File: src/gdc_pkg.sv
// shared types, constants and calendar helpers for the gregorian date counter
`default_nettype none
package gdc_pkg;

    localparam int DAY_W      = 5;
    localparam int MONTH_W    = 4;
    localparam int YEAR_W     = 14;
    localparam int STEP_W     = 10;
    localparam int COUNT_BITS = 10;
    localparam int CENT_W     = 8;
    localparam int PROD_W     = 27;
    localparam int RECIP_SHIFT = 19;

    localparam logic [YEAR_W-1:0]  YEAR_MIN   = 14'd1;
    localparam logic [YEAR_W-1:0]  YEAR_MAX   = 14'd9999;
    localparam logic [MONTH_W-1:0] MONTH_JAN  = 4'd1;
    localparam logic [MONTH_W-1:0] MONTH_FEB  = 4'd2;
    localparam logic [MONTH_W-1:0] MONTH_DEC  = 4'd12;
    localparam logic [DAY_W-1:0]   DAY_FIRST  = 5'd1;
    localparam logic [DAY_W-1:0]   DAY_LONG   = 5'd31;
    localparam logic [DAY_W-1:0]   DAY_SHORT  = 5'd30;
    localparam logic [DAY_W-1:0]   DAY_FEB_LY = 5'd29;
    localparam logic [DAY_W-1:0]   DAY_FEB    = 5'd28;
    localparam logic [DAY_W-1:0]   DAY_NONE   = 5'd0;
    localparam logic [YEAR_W-1:0]  YEAR_RESET = 14'd2000;
    // floor(2^19 / 100) + 1, exact quotient for every 14-bit year
    localparam logic [12:0]        RECIP_100  = 13'd5243;

    typedef enum logic [1:0] {
        OP_LOAD    = 2'd0,
        OP_ADVANCE = 2'd1,
        OP_BACK    = 2'd2,
        OP_COMPARE = 2'd3
    } op_t;

    typedef enum logic [1:0] {
        ORD_EARLIER = 2'd0,
        ORD_EQUAL   = 2'd1,
        ORD_LATER   = 2'd2
    } order_t;

    typedef enum logic [2:0] {
        ST_IDLE,
        ST_PREP,
        ST_EXEC,
        ST_STEP,
        ST_SETTLE,
        ST_DONE
    } ctrl_state_t;

    typedef struct packed {
        logic capture;
        logic exec;
        logic step;
    } dp_cmd_t;

    typedef struct packed {
        op_t  op;
        logic cnt_zero;
        logic at_bound;
    } dp_stat_t;

    function automatic logic [DAY_W-1:0] month_len(input logic [MONTH_W-1:0] month,
                                                   input logic leap);
        logic [DAY_W-1:0] len;
        unique case (month)
            4'd1, 4'd3, 4'd5, 4'd7, 4'd8, 4'd10, 4'd12: len = DAY_LONG;
            4'd4, 4'd6, 4'd9, 4'd11:                    len = DAY_SHORT;
            MONTH_FEB:                                  len = leap ? DAY_FEB_LY : DAY_FEB;
            default:                                    len = DAY_NONE;
        endcase
        return len;
    endfunction

    // year / 100 by reciprocal multiply
    function automatic logic [CENT_W-1:0] century_of(input logic [YEAR_W-1:0] year);
        logic [PROD_W-1:0] prod;
        prod = PROD_W'(year) * PROD_W'(RECIP_100);
        return prod[RECIP_SHIFT +: CENT_W];
    endfunction

    // 4/100/400 rule given the year and its century quotient
    function automatic logic leap_of(input logic [YEAR_W-1:0] year,
                                     input logic [CENT_W-1:0] cent);
        logic [YEAR_W:0] hundred;
        logic            on_century;
        hundred    = (YEAR_W+1)'({cent, 6'b0}) + (YEAR_W+1)'({cent, 5'b0})
                   + (YEAR_W+1)'({cent, 2'b0});
        on_century = (hundred == {1'b0, year});
        return (year[1:0] == 2'b00) && !(on_century && (cent[1:0] != 2'b00));
    endfunction

endpackage
`default_nettype wire

File: src/gregorian_date_counter.sv
// top level of the gregorian date counter: sequencer plus datapath
//
//  channel   handshake         fields
//  request   start / busy      op, day_in, month_in, year_in, step_count
//  result    done (1 cycle)    day_out, month_out, year_out, load_ok, order,
//                              leap, days_in_month
//
// a transaction is taken at a clock edge with start high and busy low
// load and compare: done follows the prep, execute and settle states after that edge
// advance and go back: prep, execute, then one day per cycle in the stepping loop,
// then settle and done; days actually stepped are at most step_count
// done lasts one cycle and cannot be held off; busy drops in the next cycle
// reset puts the date at 2000-01-01 with no warm-up sweep
`default_nettype none
module gregorian_date_counter (
    input  wire                          clk,
    input  wire                          rst_n,
    input  wire                          start,
    output logic                         busy,
    input  wire [1:0]                    op,
    input  wire [gdc_pkg::DAY_W-1:0]     day_in,
    input  wire [gdc_pkg::MONTH_W-1:0]   month_in,
    input  wire [gdc_pkg::YEAR_W-1:0]    year_in,
    input  wire [gdc_pkg::STEP_W-1:0]    step_count,
    output logic                         done,
    output logic [gdc_pkg::DAY_W-1:0]    day_out,
    output logic [gdc_pkg::MONTH_W-1:0]  month_out,
    output logic [gdc_pkg::YEAR_W-1:0]   year_out,
    output logic                         load_ok,
    output logic [1:0]                   order,
    output logic                         leap,
    output logic [gdc_pkg::DAY_W-1:0]    days_in_month
);
    import gdc_pkg::*;

    dp_cmd_t  cmd;
    dp_stat_t stat;

    gdc_ctrl u_ctrl (
        .clk   (clk),
        .rst_n (rst_n),
        .start (start),
        .busy  (busy),
        .done  (done),
        .cmd   (cmd),
        .stat  (stat)
    );

    gdc_datapath u_dp (
        .clk           (clk),
        .rst_n         (rst_n),
        .cmd           (cmd),
        .stat          (stat),
        .op            (op),
        .day_in        (day_in),
        .month_in      (month_in),
        .year_in       (year_in),
        .step_count    (step_count),
        .day_out       (day_out),
        .month_out     (month_out),
        .year_out      (year_out),
        .load_ok       (load_ok),
        .order         (order),
        .leap          (leap),
        .days_in_month (days_in_month)
    );

    a_done_busy: assert property (@(posedge clk) disable iff (!rst_n)
        done |-> busy)
        else $error("result strobe outside a transaction");

    a_accept_busy: assert property (@(posedge clk) disable iff (!rst_n)
        (start && !busy) |=> (busy && !done))
        else $error("accepted transaction did not raise busy");

    a_single_done: assert property (@(posedge clk) disable iff (!rst_n)
        done |=> (!done && !busy))
        else $error("result strobe longer than one cycle");

    a_flags_excl: assert property (@(posedge clk) disable iff (!rst_n)
        done |-> (!load_ok || order == ORD_EARLIER))
        else $error("load and compare flags set together");

    a_date_sane: assert property (@(posedge clk) disable iff (!rst_n)
        done |-> (day_out >= DAY_FIRST && day_out <= days_in_month
                  && days_in_month >= DAY_FEB))
        else $error("stored date outside its month");

endmodule
`default_nettype wire

File: src/gdc_leap.sv
// leap year flag with one register stage after the century multiply
`default_nettype none
module gdc_leap (
    input  wire                        clk,
    input  wire [gdc_pkg::YEAR_W-1:0]  year,
    output logic                       leap
);
    import gdc_pkg::*;

    logic [CENT_W-1:0] cent_reg;
    logic [YEAR_W-1:0] year_reg;

    always_ff @(posedge clk)
    begin
        cent_reg <= century_of(year);
        year_reg <= year;
    end

    assign leap = leap_of(year_reg, cent_reg);

endmodule
`default_nettype wire

File: src/gdc_ctrl.sv
// sequencer: capture, execute, day stepping and result strobe
`default_nettype none
module gdc_ctrl (
    input  wire                 clk,
    input  wire                 rst_n,
    input  wire                 start,
    output logic                busy,
    output logic                done,
    output gdc_pkg::dp_cmd_t    cmd,
    input  gdc_pkg::dp_stat_t   stat
);
    import gdc_pkg::*;

    ctrl_state_t state_reg, state_next;

    always_ff @(posedge clk or negedge rst_n)
    begin
        if (!rst_n)
            state_reg <= ST_IDLE;
        else
            state_reg <= state_next;
    end

    always_comb
    begin
        state_next  = state_reg;
        cmd.capture = 1'b0;
        cmd.exec    = 1'b0;
        cmd.step    = 1'b0;
        busy        = 1'b1;
        done        = 1'b0;
        unique case (state_reg)
            ST_IDLE:
            begin
                busy = 1'b0;
                if (start)
                begin
                    cmd.capture = 1'b1;
                    state_next  = ST_PREP;
                end
            end
            // leap flag of the requested year settles here
            ST_PREP:
                state_next = ST_EXEC;
            ST_EXEC:
            begin
                cmd.exec = 1'b1;
                if (stat.op == OP_ADVANCE || stat.op == OP_BACK)
                    state_next = ST_STEP;
                else
                    state_next = ST_SETTLE;
            end
            ST_STEP:
            begin
                if (stat.cnt_zero || stat.at_bound)
                    state_next = ST_SETTLE;
                else
                    cmd.step = 1'b1;
            end
            // leap flag of the new stored year settles here
            ST_SETTLE:
                state_next = ST_DONE;
            ST_DONE:
            begin
                done       = 1'b1;
                state_next = ST_IDLE;
            end
            default:
                state_next = ST_IDLE;
        endcase
    end

endmodule
`default_nettype wire

File: src/gdc_datapath.sv
// date registers, request registers, day step logic, load check and compare
`default_nettype none
module gdc_datapath (
    input  wire                          clk,
    input  wire                          rst_n,
    input  gdc_pkg::dp_cmd_t             cmd,
    output gdc_pkg::dp_stat_t            stat,
    input  wire [1:0]                    op,
    input  wire [gdc_pkg::DAY_W-1:0]     day_in,
    input  wire [gdc_pkg::MONTH_W-1:0]   month_in,
    input  wire [gdc_pkg::YEAR_W-1:0]    year_in,
    input  wire [gdc_pkg::STEP_W-1:0]    step_count,
    output logic [gdc_pkg::DAY_W-1:0]    day_out,
    output logic [gdc_pkg::MONTH_W-1:0]  month_out,
    output logic [gdc_pkg::YEAR_W-1:0]   year_out,
    output logic                         load_ok,
    output logic [1:0]                   order,
    output logic                         leap,
    output logic [gdc_pkg::DAY_W-1:0]    days_in_month
);
    import gdc_pkg::*;

    logic [DAY_W-1:0]      day_reg, day_next;
    logic [MONTH_W-1:0]    month_reg, month_next;
    logic [YEAR_W-1:0]     year_reg, year_next;
    logic [COUNT_BITS-1:0] cnt_reg, cnt_next;
    logic                  load_ok_reg, load_ok_next;
    order_t                order_reg, order_next;

    op_t                   req_op_reg;
    logic [DAY_W-1:0]      req_day_reg;
    logic [MONTH_W-1:0]    req_month_reg;
    logic [YEAR_W-1:0]     req_year_reg;

    logic                  cur_leap;
    logic                  req_leap;
    logic [DAY_W-1:0]      cur_len;
    logic [DAY_W-1:0]      prev_len;
    logic                  load_valid;
    logic                  at_max;
    logic                  at_min;
    order_t                cmp;

    gdc_leap u_cur_leap (
        .clk  (clk),
        .year (year_reg),
        .leap (cur_leap)
    );

    gdc_leap u_req_leap (
        .clk  (clk),
        .year (req_year_reg),
        .leap (req_leap)
    );

    always_ff @(posedge clk)
    begin
        if (cmd.capture)
        begin
            req_op_reg    <= op_t'(op);
            req_day_reg   <= day_in;
            req_month_reg <= month_in;
            req_year_reg  <= year_in;
        end
    end

    always_ff @(posedge clk or negedge rst_n)
    begin
        if (!rst_n)
        begin
            day_reg     <= DAY_FIRST;
            month_reg   <= MONTH_JAN;
            year_reg    <= YEAR_RESET;
            cnt_reg     <= '0;
            load_ok_reg <= 1'b0;
            order_reg   <= ORD_EARLIER;
        end
        else
        begin
            day_reg     <= day_next;
            month_reg   <= month_next;
            year_reg    <= year_next;
            cnt_reg     <= cnt_next;
            load_ok_reg <= load_ok_next;
            order_reg   <= order_next;
        end
    end

    assign cur_len  = month_len(month_reg, cur_leap);
    assign prev_len = month_len(month_reg - 4'd1, cur_leap);
    assign at_max   = (year_reg >= YEAR_MAX) && (month_reg == MONTH_DEC)
                   && (day_reg == DAY_LONG);
    assign at_min   = (year_reg <= YEAR_MIN) && (month_reg == MONTH_JAN)
                   && (day_reg == DAY_FIRST);

    assign load_valid = (req_year_reg >= YEAR_MIN) && (req_year_reg <= YEAR_MAX)
                     && (req_month_reg >= MONTH_JAN) && (req_month_reg <= MONTH_DEC)
                     && (req_day_reg >= DAY_FIRST)
                     && (req_day_reg <= month_len(req_month_reg, req_leap));

    // year, then month, then day on the raw request fields
    always_comb
    begin
        priority if (year_reg != req_year_reg)
            cmp = (year_reg < req_year_reg) ? ORD_EARLIER : ORD_LATER;
        else if (month_reg != req_month_reg)
            cmp = (month_reg < req_month_reg) ? ORD_EARLIER : ORD_LATER;
        else if (day_reg != req_day_reg)
            cmp = (day_reg < req_day_reg) ? ORD_EARLIER : ORD_LATER;
        else
            cmp = ORD_EQUAL;
    end

    always_comb
    begin
        day_next     = day_reg;
        month_next   = month_reg;
        year_next    = year_reg;
        cnt_next     = cnt_reg;
        load_ok_next = load_ok_reg;
        order_next   = order_reg;
        if (cmd.capture)
            cnt_next = COUNT_BITS'(step_count);
        if (cmd.exec)
        begin
            load_ok_next = 1'b0;
            order_next   = ORD_EARLIER;
            if (req_op_reg == OP_LOAD && load_valid)
            begin
                day_next     = req_day_reg;
                month_next   = req_month_reg;
                year_next    = req_year_reg;
                load_ok_next = 1'b1;
            end
            if (req_op_reg == OP_COMPARE)
                order_next = cmp;
        end
        if (cmd.step)
        begin
            cnt_next = cnt_reg - 1'b1;
            if (req_op_reg == OP_ADVANCE)
            begin
                if (day_reg >= cur_len)
                begin
                    day_next = DAY_FIRST;
                    if (month_reg >= MONTH_DEC)
                    begin
                        month_next = MONTH_JAN;
                        year_next  = year_reg + 1'b1;
                    end
                    else
                        month_next = month_reg + 1'b1;
                end
                else
                    day_next = day_reg + 1'b1;
            end
            else
            begin
                if (day_reg <= DAY_FIRST)
                begin
                    if (month_reg <= MONTH_JAN)
                    begin
                        year_next  = year_reg - 1'b1;
                        month_next = MONTH_DEC;
                        day_next   = DAY_LONG;
                    end
                    else
                    begin
                        month_next = month_reg - 1'b1;
                        day_next   = prev_len;
                    end
                end
                else
                    day_next = day_reg - 1'b1;
            end
        end
    end

    assign stat.op       = req_op_reg;
    assign stat.cnt_zero = (cnt_reg == '0);
    assign stat.at_bound = (req_op_reg == OP_ADVANCE) ? at_max : at_min;

    assign day_out       = day_reg;
    assign month_out     = month_reg;
    assign year_out      = year_reg;
    assign load_ok       = load_ok_reg;
    assign order         = order_reg;
    assign leap          = cur_leap;
    assign days_in_month = cur_len;

endmodule
`default_nettype wire
File: config.mk
export PLATFORM = sky130hd
export DESIGN_NAME = gregorian_date_counter
export DESIGN_NICKNAME = d
export VERILOG_FILES = /design/src/gdc_pkg.sv /design/src/gregorian_date_counter.sv /design/src/gdc_leap.sv /design/src/gdc_ctrl.sv /design/src/gdc_datapath.sv
export SDC_FILE = /design/constraint.sdc
export NUM_CORES = 1
export LEC_CHECK = 0
export ABC_AREA = 1
export BUFFER_PORTS_ARGS = -buffer_cell sky130_fd_sc_hd__buf_2
export CAP_MARGIN = 10
export CELL_PAD_IN_SITES_DETAIL_PLACEMENT = 1
export CELL_PAD_IN_SITES_GLOBAL_PLACEMENT = 1
export CORE_ASPECT_RATIO = 1.1
export CORE_MARGIN = 2
export CORE_UTILIZATION = 40
export DETAILED_ROUTE_END_ITERATION = 7
export PLACE_DENSITY = 0.79
export SYNTH_ARGS = -nofsm -noshare
export SYNTH_HDL_FRONTEND = slang
export SYNTH_SLANG_ARGS = --single-unit
File: constraint.sdc
create_clock -name clk -period 5.34 [get_ports clk]
set_input_delay 0.801 -clock clk [delete_from_list [all_inputs] [get_ports clk]]
set_output_delay 0.801 -clock clk [all_outputs]
set_load 0.01 [all_outputs]
After elaboration in Yosys (flattened, before gate mapping)
Cells that the tools add are included.
Cells by class
  reductions and logical operators: 36
  order comparisons: 15
  $add $sub $neg: 11
  eq/ne operators: 53
  mux-type cells: 50
  multipliers: 2
Operators with widths (number)
  $mux W14: 8
  $eq A4 B4 Y1 const B: 15
  $mul A14 B13 Y27 const B: 2
  $eq A4 B3 Y1 const B: 12
  $pmux W5 S3: 3
  $mux W5: 7
  $mux W4: 8
  $add A14 B13 Y15: 2
  $add A15 B10 Y15: 2
  $eq A15 B14 Y1: 2
  $eq A4 B2 Y1 const B: 6
  $reduce_or A7 Y1: 3
  $mux W10: 2
  $pmux W3 S5: 1
  $add A14 B1 Y14 const B: 1
  $ge A14 B1 Y1 const B: 1
  $ge A14 B14 Y1 const B: 1
  $le A14 B1 Y1 const B: 1
  $le A14 B14 Y1 const B: 1
  $logic_and A1 B1 Y1: 14
  $lt A14 B14 Y1: 1
  $mux W2: 7
  $ne A14 B14 Y1: 1
  $sub A14 B1 Y14 const B: 1
  37 further kinds: 65
Word-level totals
  output and inout port bits: 34
  bits in registers: 108

Longest topological paths before layout
  depth after elaboration: 17
  mapped depth: 29

By module
From an unflattened synthesis, not the netlist that was laid out.
Second synthesis, totals
  cell total of the unflattened synthesis: 2001
  area, all modules: 15353.5 um2
By module, submodules not included
  gdc_leap at u_dp.u_req_leap: area an instance 5112.4 um2, seq. area each 440.4 um2, cells an instance 649, instances 1
  gdc_datapath: area an instance 5077.4 um2, seq. area each 1661.6 um2, cells an instance 711, instances 1
  gdc_leap at u_dp.u_cur_leap: area an instance 4941.0 um2, seq. area each 440.4 um2, cells an instance 604, instances 1
  gdc_ctrl: area an instance 222.7 um2, seq. area each 75.1 um2, cells an instance 37, instances 1

Least setup slack after synthesis
No wires, ideal clock.
  path kind: flip-flop to flip-flop
  from: register u_dp.year_reg[11] (netlist: u_dp.year_out[11])
  to: register u_dp.u_cur_leap.cent_reg[7]
  cell stages (with the launch flop): 18
  required time: 5219 ps
  arrival: 4167 ps
  clock period less this slack: 4288 ps
  buffers on the path: 0
  setup time: 121 ps
  path slack: 1052 ps
  path through: dfrtp_1 > inv_1 > fa_1 > inv_1 > fa_1 > inv_1 > fa_1 > fa_1 > inv_1 > ha_1 > a21o_1 > a21oi_1 > nand2_1 > nand2_1 > nand3_1 > nand2_1 > nand3_1 > xor2_1
Between the ends
  word-level cells in the longest chain between the ends: 1
RTL lines
  start: declaration: RTL line gdc_datapath.sv:25  | logic [YEAR_W-1:0] year_reg, year_next;
  start signal: assignment: RTL line gdc_datapath.sv:82  | year_reg <= year_next;
  $mul A14 B13 Y27: RTL line gdc_pkg.sv:78  | prod = PROD_W'(year) * PROD_W'(RECIP_100);
  end signal: assignment: RTL line gdc_leap.sv:15  | cent_reg <= century_of(year);
  end: declaration: RTL line gdc_leap.sv:10  | logic [CENT_W-1:0] cent_reg;
Every way passes these cells.
A chain may end at the register's enable or synchronous reset.

Worst setup path in the final report
  from: register u_dp.year_reg[5] (netlist: u_dp.year_out[5])
  to: register u_dp.u_cur_leap.cent_reg[4]
The elaborated chain is that of the path after synthesis.

==> impl_metrics.json <==
{
  "outcome": "finished, final reports clean",
  "grt_pass1_vias": 13500,
  "cts-root-buf": "clkbuf_16",
  "num_io_pins": 72,
  "synth-seq-area-share": 0.176,
  "cts_setup_buffers": 0,
  "slew_headroom": 0.328,
  "report.final.hold_viol_count": 0,
  "syn_nets": 2241,
  "drc": 0,
  "final_common_cell": "inv_1",
  "cp_top_family": "adder cells",
  "syn_inst": 1758,
  "gp_congestion": 0.905,
  "rrSetupSlack_ps": 370,
  "ant_nets": 0,
  "io_buffer_count": 71,
  "final_cell_mix": "357 x inv_1, 309 x ha_1, 282 x nand2_1, 136 x fa_1, 91 x a21oi_1",
  "dieHeight_um": 206,
  "overflow": 0,
  "critPathSlowestCell": "dfrtp_1",
  "synth_top_cell_area_share": 0.261,
  "grtUsageTotal": 0.230,
  "synth_seq_cells": 108,
  "clock_sinks": 108,
  "grt_pass1_wl_um": 70200,
  "arrival_ps": 5220,
  "hold_end": "u_dp.cnt_reg[8]$_DFFE_PN0P_",
  "cp.required_ps": 5580,
  "hp-start": "u_dp.cnt_reg[8]$_DFFE_PN0P_",
  "syn_area_per_cell_um2": 8.44,
  "rows": 74,
  "synth_edf_count": 25,
  "avgRoutedWirePerCell_um": 18.5,
  "worst-path-max-fanout": 13,
  "routed_wl_um": 43300,
  "holdPathStages": 2,
  "rr_endpoint": "u_dp.u_cur_leap.cent_reg[4]$_DFF_P_",
  "core_um2": 36900,
  "yosysWarnings": 0,
  "drive_above_1_share": 0.0786,
  "numCtsBuffers": 9,
  "dp_hpwl_um": 36500,
  "synth_cell_types": 53,
  "critPathKind": "register to register",
  "clock_latency_ps": 370,
  "post_cts_resized": 0,
  "fin_nets": 2323,
  "rsz0062_at_grt": "false",
  "grt_use_met3": 0.0282,
  "grtUsageMet1": 0.270,
  "postCtsHoldBufs": 0,
  "worst_pin_slew_ps": 1010,
  "area_growth_pct": 8.57,
  "drt_iter0_markers": 543,
  "maxCapViolations": 0,
  "start_util": 0.403,
  "finalSetupViolCount": 0,
  "dr.pass1.iters": 4,
  "cp_common_cell": "inv_1",
  "num_vias": 12100,
  "synth_area_leader_cell": "ha_1",
  "max_freq_mhz": 201,
  "netlist_top_cells_area": "ha_1 26%, fa_1 18%, inv_1 9.0%",
  "synth_top_flop_cell": "dfxtp_1",
  "startpoint_type": "register",
  "routed_via_density": 5.15,
  "dieArea_um2": 38700,
  "grt_start_max_net_pins": 40,
  "die_w_um": 188,
  "syn_area_um2": 14800,
  "skew_ps": 14.2,
  "tns_ps": 0,
  "ff2ff_path_depth": 17,
  "rr_startpoint": "u_dp.year_out[5]$_DFF_PN0_",
  "clockBufferDepth": 2,
  "endpoint_kind": "register",
  "htree_levels": 3,
  "clk_pin_slew_ps": 80,
  "path_buf_inv": 4,
  "synthArstFlopShare": 0.361,
  "diodes": 0,
  "cp_cell_sequence": "inv_1, fa_1, inv_1, ha_1, ha_1, inv_1, fa_1, inv_1, ha_1, nand3_1, o21bai_1, nand3_1, a21boi_0, o21ai_0, nand3_1, a21oi_1, xor2_1",
  "gr-max-usage-layer": "met2",
  "hold_class": "register to register",
  "period_needed_ps": 4970,
  "drv_slew": 0,
  "finalCritPeriodShare": 0.932,
  "grt_antenna_before_repair": 0,
  "grtUsageMet2": 0.437,
  "cts_tree": "built",
  "max_stage_delay_ps": 850
}
[layer usage]
| layer | up-vias | routed length, µm |
|---|---|---|
| li1 | 5827 | - |
| met1 | 5993 | 18100 |
| met2 | 172 | 22800 |
| met3 | 65 | 1210 |
| met4 | 0 | 1210 |
| met5 | - | 0 |
[cells in the mapped netlist (8+ instances only)]
cell / n
nor2_1: 87
nand4_1: 27
a21oi_1: 91
xnor2_1: 9
o211ai_1: 12
nand2_1: 282
xor2_1: 48
dfstp_2: 8
o21ai_0: 62
a31oi_1: 11
inv_1: 357
ha_1: 309
nand3_1: 63
dfrtp_1: 31
inv_2: 13
o22ai_1: 10
nor3_1: 15
o21ai_1: 41
fa_1: 136
dfxtp_1: 44
edfxtp_1: 25
[stage by stage]
stage / hold slack, ps / instance area (µm²) / setup WS (ps) / std cells / utilization
2_1_floorplan: 451 / 14800 / 1050 / 1758 / -
3_3_place_gp: 511 / 15800 / 456 / 2323 / 0.430
3_5_place_dp: 520 / 15800 / 382 / 2323 / 0.430
4_1_cts: 537 / 16100 / 334 / 2339 / 0.437
5_1_grt: 569 / 16100 / 85.3 / 2339 / 0.437
6_report: 533 / 16100 / 365 / 2339 / 0.437
[kinds of logic after synthesis]
family | count (synthesis) | synth area share
XOR/XNOR | 59 | 0.0363
AND/OR/NAND/NOR | 498 | 0.143
adder cells (fa/ha/maj) | 445 | 0.444
buffers and inverters | 388 | 0.102
AO/OA/AOI/OAI | 260 | 0.0987
flip-flops | 108 | 0.176
[layout make-up]
cell class | instances | area (µm²)
Fill cell | 4567 | 20700
Multi-Input combinational cell | 1262 | 10700
Sequential cell | 108 | 2620
Inverter | 372 | 1400
Tap cell | 494 | 618
Timing Repair Buffer | 87 | 475
Clock buffer | 10 | 239
Clock inverter | 6 | 43.8
[worst max path at each step]
stage,from,endpoint,slack [ps],cells past startpoint
global placement,u_dp.year_out[5]$_DFF_PN0_,u_dp.u_cur_leap.cent_reg[4]$_DFF_P_,460,17
CTS,u_dp.year_out[5]$_DFF_PN0_,u_dp.u_cur_leap.cent_reg[4]$_DFF_P_,330,17
floorplan,u_dp.year_out[11]$_DFF_PN0_,u_dp.u_cur_leap.cent_reg[7]$_DFF_P_,1050,17
global route,u_dp.year_out[5]$_DFF_PN0_,u_dp.u_cur_leap.cent_reg[4]$_DFF_P_,90,17
finish,u_dp.year_out[5]$_DFF_PN0_,u_dp.u_cur_leap.cent_reg[4]$_DFF_P_,370,17
detailed placement,u_dp.year_out[5]$_DFF_PN0_,u_dp.u_cur_leap.cent_reg[4]$_DFF_P_,380,17
[worst reg2reg max path: cells and delay by family (launching register included)]
family / cells / cell delay, ps
fa+ha+maj: 5 / 1970
buf+inv: 4 / 430
simple gates: 3 / 400
xor+xnor: 1 / 170
flops: 1 / 850
compound gates: 4 / 1030
Power is not shown: default switching activity piles up to over one toggle a cycle in this logic, so the estimate is an artifact.
